[config.mk]
export PLATFORM = sky130hd
export DESIGN_NAME = dsw_ctrl
export DESIGN_NICKNAME = d
export VERILOG_FILES = /design/src/design/dsw_pkg.sv /design/src/design/dsw_ctrl.sv
export SDC_FILE = /design/constraint.sdc
export NUM_CORES = 1
export LEC_CHECK = 0
export BUFFER_PORTS_ARGS = -buffer_cell sky130_fd_sc_hd__buf_2
export CAP_MARGIN = 20
export CELL_PAD_IN_SITES_DETAIL_PLACEMENT = 1
export CELL_PAD_IN_SITES_GLOBAL_PLACEMENT = 2
export CORE_AREA = 2 2 39 41
export CTS_BUF_LIST = sky130_fd_sc_hd__clkbuf_16
export CTS_CLUSTER_SIZE = 20
export DETAILED_ROUTE_END_ITERATION = 8
export DIE_AREA = 0 0 41 43
export PLACE_DENSITY = 0.75
export REMOVE_ABC_BUFFERS = 1
export SYNTH_ARGS = -nofsm -noshare
export SYNTH_HDL_FRONTEND = slang
export SYNTH_SLANG_ARGS = --single-unit
[constraint.sdc]
create_clock -name clk -period 2.2 [get_ports clk]
set_input_delay 0.22 -clock clk [delete_from_list [all_inputs] [get_ports clk]]
set_output_delay 0.22 -clock clk [all_outputs]
set_load 0.03 [all_outputs]
[src/design/dsw_pkg.sv]
// Shared constants, command and status types for the dice sum ways counter.
package dsw_pkg;

  localparam int MAX_DICE   = 32;
  localparam int MAX_FACES  = 32;
  localparam int MAX_TARGET = 1024;

  localparam int DICE_W  = 6;
  localparam int FACE_W  = 6;
  localparam int SUM_W   = 11;
  localparam int WAYS_W  = 30;
  localparam int DEPTH   = MAX_TARGET + 1;
  localparam int ADDR_W  = $clog2(DEPTH);
  localparam int IN_W    = 24;
  localparam int OUT_W   = 32;

  localparam logic [WAYS_W-1:0] PRIME_MOD = WAYS_W'(1000000007);

  // Controller to datapath
  typedef struct packed {
    logic load;      // capture a new query
    logic start;     // begin the first row
    logic step;      // issue one row entry
    logic next_row;  // move on to the next row
    logic emit;      // place the result in the output register
  } dsw_cmd_t;

  // Datapath to controller
  typedef struct packed {
    logic trivial;   // result known without running rows
    logic t_last;    // issuing the final entry of the row
    logic row_last;  // current row is the final one
    logic out_free;  // output register can take a result
  } dsw_sts_t;

endpackage

[src/design/dsw_ctrl.sv]
// Controller state machine sequencing rows and entries of one query.
module dsw_ctrl (
  input  logic              clk,
  input  logic              rst_n,
  input  logic              in_tvalid,
  output logic              in_tready,
  output dsw_pkg::dsw_cmd_t cmd,
  input  dsw_pkg::dsw_sts_t sts
);
  import dsw_pkg::*;

  typedef enum logic [4:0] {
    S_IDLE  = 5'b00001,
    S_CHECK = 5'b00010,
    S_ROW   = 5'b00100,
    S_DRAIN = 5'b01000,
    S_DONE  = 5'b10000
  } state_t;

  state_t state_r, state_nxt;

  // Next state and commands
  always_comb begin
    state_nxt    = state_r;
    cmd          = '0;
    in_tready    = 1'b0;
    case (state_r)
      S_IDLE: begin
        in_tready = 1'b1;
        if (in_tvalid) begin
          cmd.load  = 1'b1;
          state_nxt = S_CHECK;
        end
      end
      S_CHECK: begin
        if (sts.trivial) begin
          state_nxt = S_DONE;
        end else begin
          cmd.start = 1'b1;
          state_nxt = S_ROW;
        end
      end
      S_ROW: begin
        cmd.step = 1'b1;
        if (sts.t_last) begin
          state_nxt = S_DRAIN;
        end
      end
      S_DRAIN: begin
        if (sts.row_last) begin
          state_nxt = S_DONE;
        end else begin
          cmd.next_row = 1'b1;
          state_nxt    = S_ROW;
        end
      end
      S_DONE: begin
        if (sts.out_free) begin
          cmd.emit  = 1'b1;
          state_nxt = S_IDLE;
        end
      end
      default: begin
        state_nxt = S_IDLE;
      end
    endcase
  end

  // Hold state
  always_ff @(posedge clk) begin
    if (!rst_n) begin
      state_r <= S_IDLE;
    end else begin
      state_r <= state_nxt;
    end
  end

endmodule

## Yosys cells after proc, flatten, opt, wreduce, memory -nomap -nowiden

Index checks and enable logic that the tools add are counted.

- Bits in registers: 5
- Word-level logic and storage cells: 26

- Equal/unequal tests: 8
- Muxes and demuxes: 16
- Reductions and logical operators: 1

Operators with widths:

| kind | number |
|---|---|
| two-way mux 5 bit | 5 |
| case mux 5 bit (5 select lines) | 1 |
| two-way mux 1 bit | 10 |
| != test 2 bit (second input constant) | 3 |
| equality test 5 x 1 -> 1 bit (second input constant) | 1 |
| equality test 5 x 2 -> 1 bit (second input constant) | 1 |
| equality test 5 x 3 -> 1 bit (second input constant) | 1 |
| equality test 5 x 4 -> 1 bit (second input constant) | 1 |
| equality test 5 bit (second input constant) | 1 |
| AND reduction 3 bit | 1 |

## Longest topological paths before layout

- Word-level depth: 3
- Depth in mapped cells: 4
- Gate-level depth less buffers: 4

## Worst setup path after synthesis

OpenSTA, ideal clock, no wires.

- Path kind: reg2out
- Start: register state_r[0]
- End: output cmd[0] in the netlist's numbering
- Stages on the path, launching flop included: 3
- Arrival time: 1.617 ns
- Slack: 0.363 ns
- Path buffers: 0
- Path through: dfxtp_1 or3_4 nor4_1

RTL lines:

| what | RTL line | source |
|---|---|---|
| start, declared | dsw_ctrl.sv:20 | `state_t state_r, state_nxt;` |
| start signal, assigned | dsw_ctrl.sv:74 | `state_r <= state_nxt;` |
| end, declared | dsw_ctrl.sv:7 | `output dsw_pkg::dsw_cmd_t cmd,` |

==> results.rst <==
.. list-table::
   :header-rows: 1

   * - Metric
     - Value
   * - Pin count of the biggest net entering global routing
     - 9
   * - Clock latency at the later pin of the worst-skew pair
     - 0.23 ns
   * - Global Route Usage Sum
     - 0.1236
   * - Die Footprint
     - 1763 µm²
   * - Clock transition time at the flip-flop clock pins of the worst setup and hold paths
     - 0.03 ns
   * - Post-synthesis share of cell area spent on full adders, half adders and majority gates
     - 0
   * - Multiplexer area fraction after synthesis
     - 0
   * - Number of max-slew violations in the final report
     - 0
   * - Initial antenna violation count
     - 0
   * - Core area
     - 1384 µm²
   * - # Max-Cap Violations
     - 0
   * - Starting Density
     - 0.2306
   * - Final setup margin
     - 0.3824 ns
   * - Largest registers in the final layout
     - state_r: 5 flops
   * - Gpl congestion
     - 0.7068
   * - Unrepaired setup endpoints after global routing
     - no
   * - Die width
     - 41 µm
   * - Post-CTS Setup Repair Bufs
     - 0
   * - Global route total overflow
     - 0
   * - Mean Syn Cell Area
     - 8.623 µm²
   * - Cell variety after synth
     - 22
   * - # diodes
     - 0
   * - TritonCTS buffer count
     - 3
   * - Sequential area share after synthesis
     - 0.3137
   * - Height of the die
     - 43 µm
   * - Final period utilization
     - 0.8262
   * - Total number of vias
     - 341
   * - Synth Area in Compound Gates
     - 0.1490
   * - Critical Path Start Type
     - flop
   * - Nets
     - 61
   * - Kind of end point of the critical path
     - output port
   * - Critical path fanouts, max
     - 8
   * - Largest register FFs
     - 5
   * - Iteration-0 DRC Markers
     - 2
   * - Worst setup path category
     - reg -> out
   * - Synthesized-area fraction occupied by xor and xnor cells
     - 0
   * - Synth Warn #
     - 0
   * - Count of mapped cells out of synthesis
     - 37
   * - Synthesis-stage register bit count
     - 5
   * - Cell leakage power
     - 0.2232 nW
   * - Hold-fix buffer count after cts
     - 0
   * - Required time at the endpoint of the critical path
     - 1.98 ns
   * - Maximum achievable frequency
     - 550.2 MHz
   * - Aggregate negative setup slack
     - 0 ns
   * - Buffers on Ports
     - 12
   * - Time the worst path needs with I/O delays and setup
     - 1.818 ns
   * - Worst-Margin Slew
     - 0.4025 ns
   * - Detail Route Antenna Nets
     - 0
   * - First-pass GRT wire length
     - 1.324 mm
   * - Arrival time worst endpoint
     - 1.60 ns
   * - Largest family of logic cells by synthesized area
     - simple AND/OR/NAND/NOR gates
   * - Dpl ws
     - 0.6256 ns
   * - Slew headroom
     - 0.7294
   * - Post-cts gate resize count
     - 0
   * - TritonCTS clock tree
     - done
   * - Post-Route Skew
     - 0.002663 ns
   * - # rows
     - 14
   * - Pre-antenna DRT Iters
     - 2
   * - Simple logic cell fraction of the synthesized area
     - 0.5137
   * - Final Hold Vio Count
     - 0
   * - Number of vias per cell after detailed routing
     - 4.942
   * - Proportion of layout cells with a drive suffix above 1
     - 0.3962
   * - Via count of the first global-routing pass
     - 328
   * - WL final
     - 846 µm
   * - VDD IR-drop max
     - 0.4382 mV
   * - Run status
     - completed
   * - Detailed-route DRC error count
     - 0
   * - Biggest register
     - state_r
   * - Total power density per cell area
     - 947.5 nW/µm²
   * - I/O pin cnt
     - 13
   * - Root Buffer Master
     - clkbuf_16
   * - H-tree depth
     - 1
   * - Netlist area before placement
     - 319.1 µm²
   * - Bufs on Longest Clock Path
     - 2
   * - Routed WL per cell
     - 12.26 µm
   * - TritonCTS Sinks
     - 5
   * - Growth of design area from synthesis to finish
     - 49.80%
   * - Hold Path Class
     - in -> reg
   * - Post-detailed-placement half-perimeter wirelength
     - 654.4 µm
   * - Final-report setup violation count
     - 0
critical path, cell delays in order, from the launching register on:
cell	delay, ns
dfxtp_1	0.47
or4b_1	0.52
nor3_2	0.15
buf_2	0.23
area by class of cell:
| type | count | area (µm²) |
|---|---|---|
| Tap cell | 16 | 20.02 |
| Fill cell | 170 | 905.9 |
| Inverter | 2 | 7.507 |
| Timing Repair Buffer | 12 | 60.06 |
| Sequential cell | 5 | 100.1 |
| Multi-Input combinational cell | 30 | 211.5 |
| Clock inverter | 1 | 3.754 |
| Clock buffer | 3 | 75.07 |
cell families (layout without fill, tap and decap cells):
group                  after synthesis  in the layout
AND/OR/NAND/NOR                     24             24
flip-flops                           5              5
AO/OA/AOI/OAI                        6              6
buffers and inverters                2             18
placed cells by master (no fill, tap or decap):
cell type  instances
clkbuf_16          3
or3_4              2
nor2b_1            1
or4b_1             1
nand2b_1           2
nor4_2             1
nor4_1             2
and2_1             1
nor3b_1            1
nor2_2             1
and3_1             1
nand2_1            3
a221oi_1           1
dfxtp_1            5
nor2_1             3
nor3_2             2
and3b_1            1
nor3_1             2
a21oi_1            1
a21o_1             2
a221o_1            1
inv_1              3
o31a_1             1
buf_2             12
path summary, 6_finish.rpt:
kind	depth (start not counted)	to	slack [ns]	from
max	3	cmd[1]	0.38	state_r[3]
min	2	state_r[3]	0.25	sts[2]
max reg2reg	4	state_r[3]	0.74	state_r[0]
min reg2reg	3	state_r[4]	0.69	state_r[4]
report_power, final:
group | switching (W) | leakage, nW | total, W | internal (W)
Combinational | 0.0000338 | 0.140 | 0.0000587 | 0.0000249
Sequential | 0.00000490 | 0.0408 | 0.000100 | 0.0000956
Clock | 0.0000585 | 0.0423 | 0.000294 | 0.000235
cells in the mapped netlist:
cell type,instances,area (µm²)
nor3_1,2,10.01
nor2b_1,1,6.260
dfxtp_1,5,100.1
a221oi_1,1,8.760
nor3_2,2,20.02
inv_1,2,7.510
nand2_1,3,11.26
a21oi_1,1,5.000
nor3b_1,1,7.510
a21o_1,2,15.01
or4b_1,1,10.01
nor2_1,3,11.26
nand2b_1,2,12.51
and3_1,1,6.260
nor4_1,2,12.51
or3_4,2,22.52
nor4_2,1,12.51
nor2_2,1,6.260
and3b_1,1,8.760
o31a_1,1,8.760
a221o_1,1,10.01
and2_1,1,6.260
per-stage QoR:
step / total power, W / instance area, µm² / util / std cells / hold slack (ns)
floorplan: 0.0001417 / 319.1 / - / 37 / 0.3482
detailed placement: 0.0001604 / 399.1 / 0.2884 / 65 / 0.4776
finish: 0.0004529 / 478.0 / 0.3454 / 69 / 0.2455
global placement: 0.0001605 / 399.1 / 0.2884 / 65 / 0.4692
CTS: 0.0004605 / 478.0 / 0.3454 / 69 / 0.2458
global route: 0.0004724 / 478.0 / 0.3454 / 69 / 0.2713
per-layer routing:
layer	wire length [µm]	up-vias	global-route usage
met1	383	154	0.1387
met4	21	0	0.1200
met3	51	4	0.06283
met2	389	11	0.1563
met5	0	-	0
li1	-	172	-
Note: power is estimated with default switching activity, not from simulation.
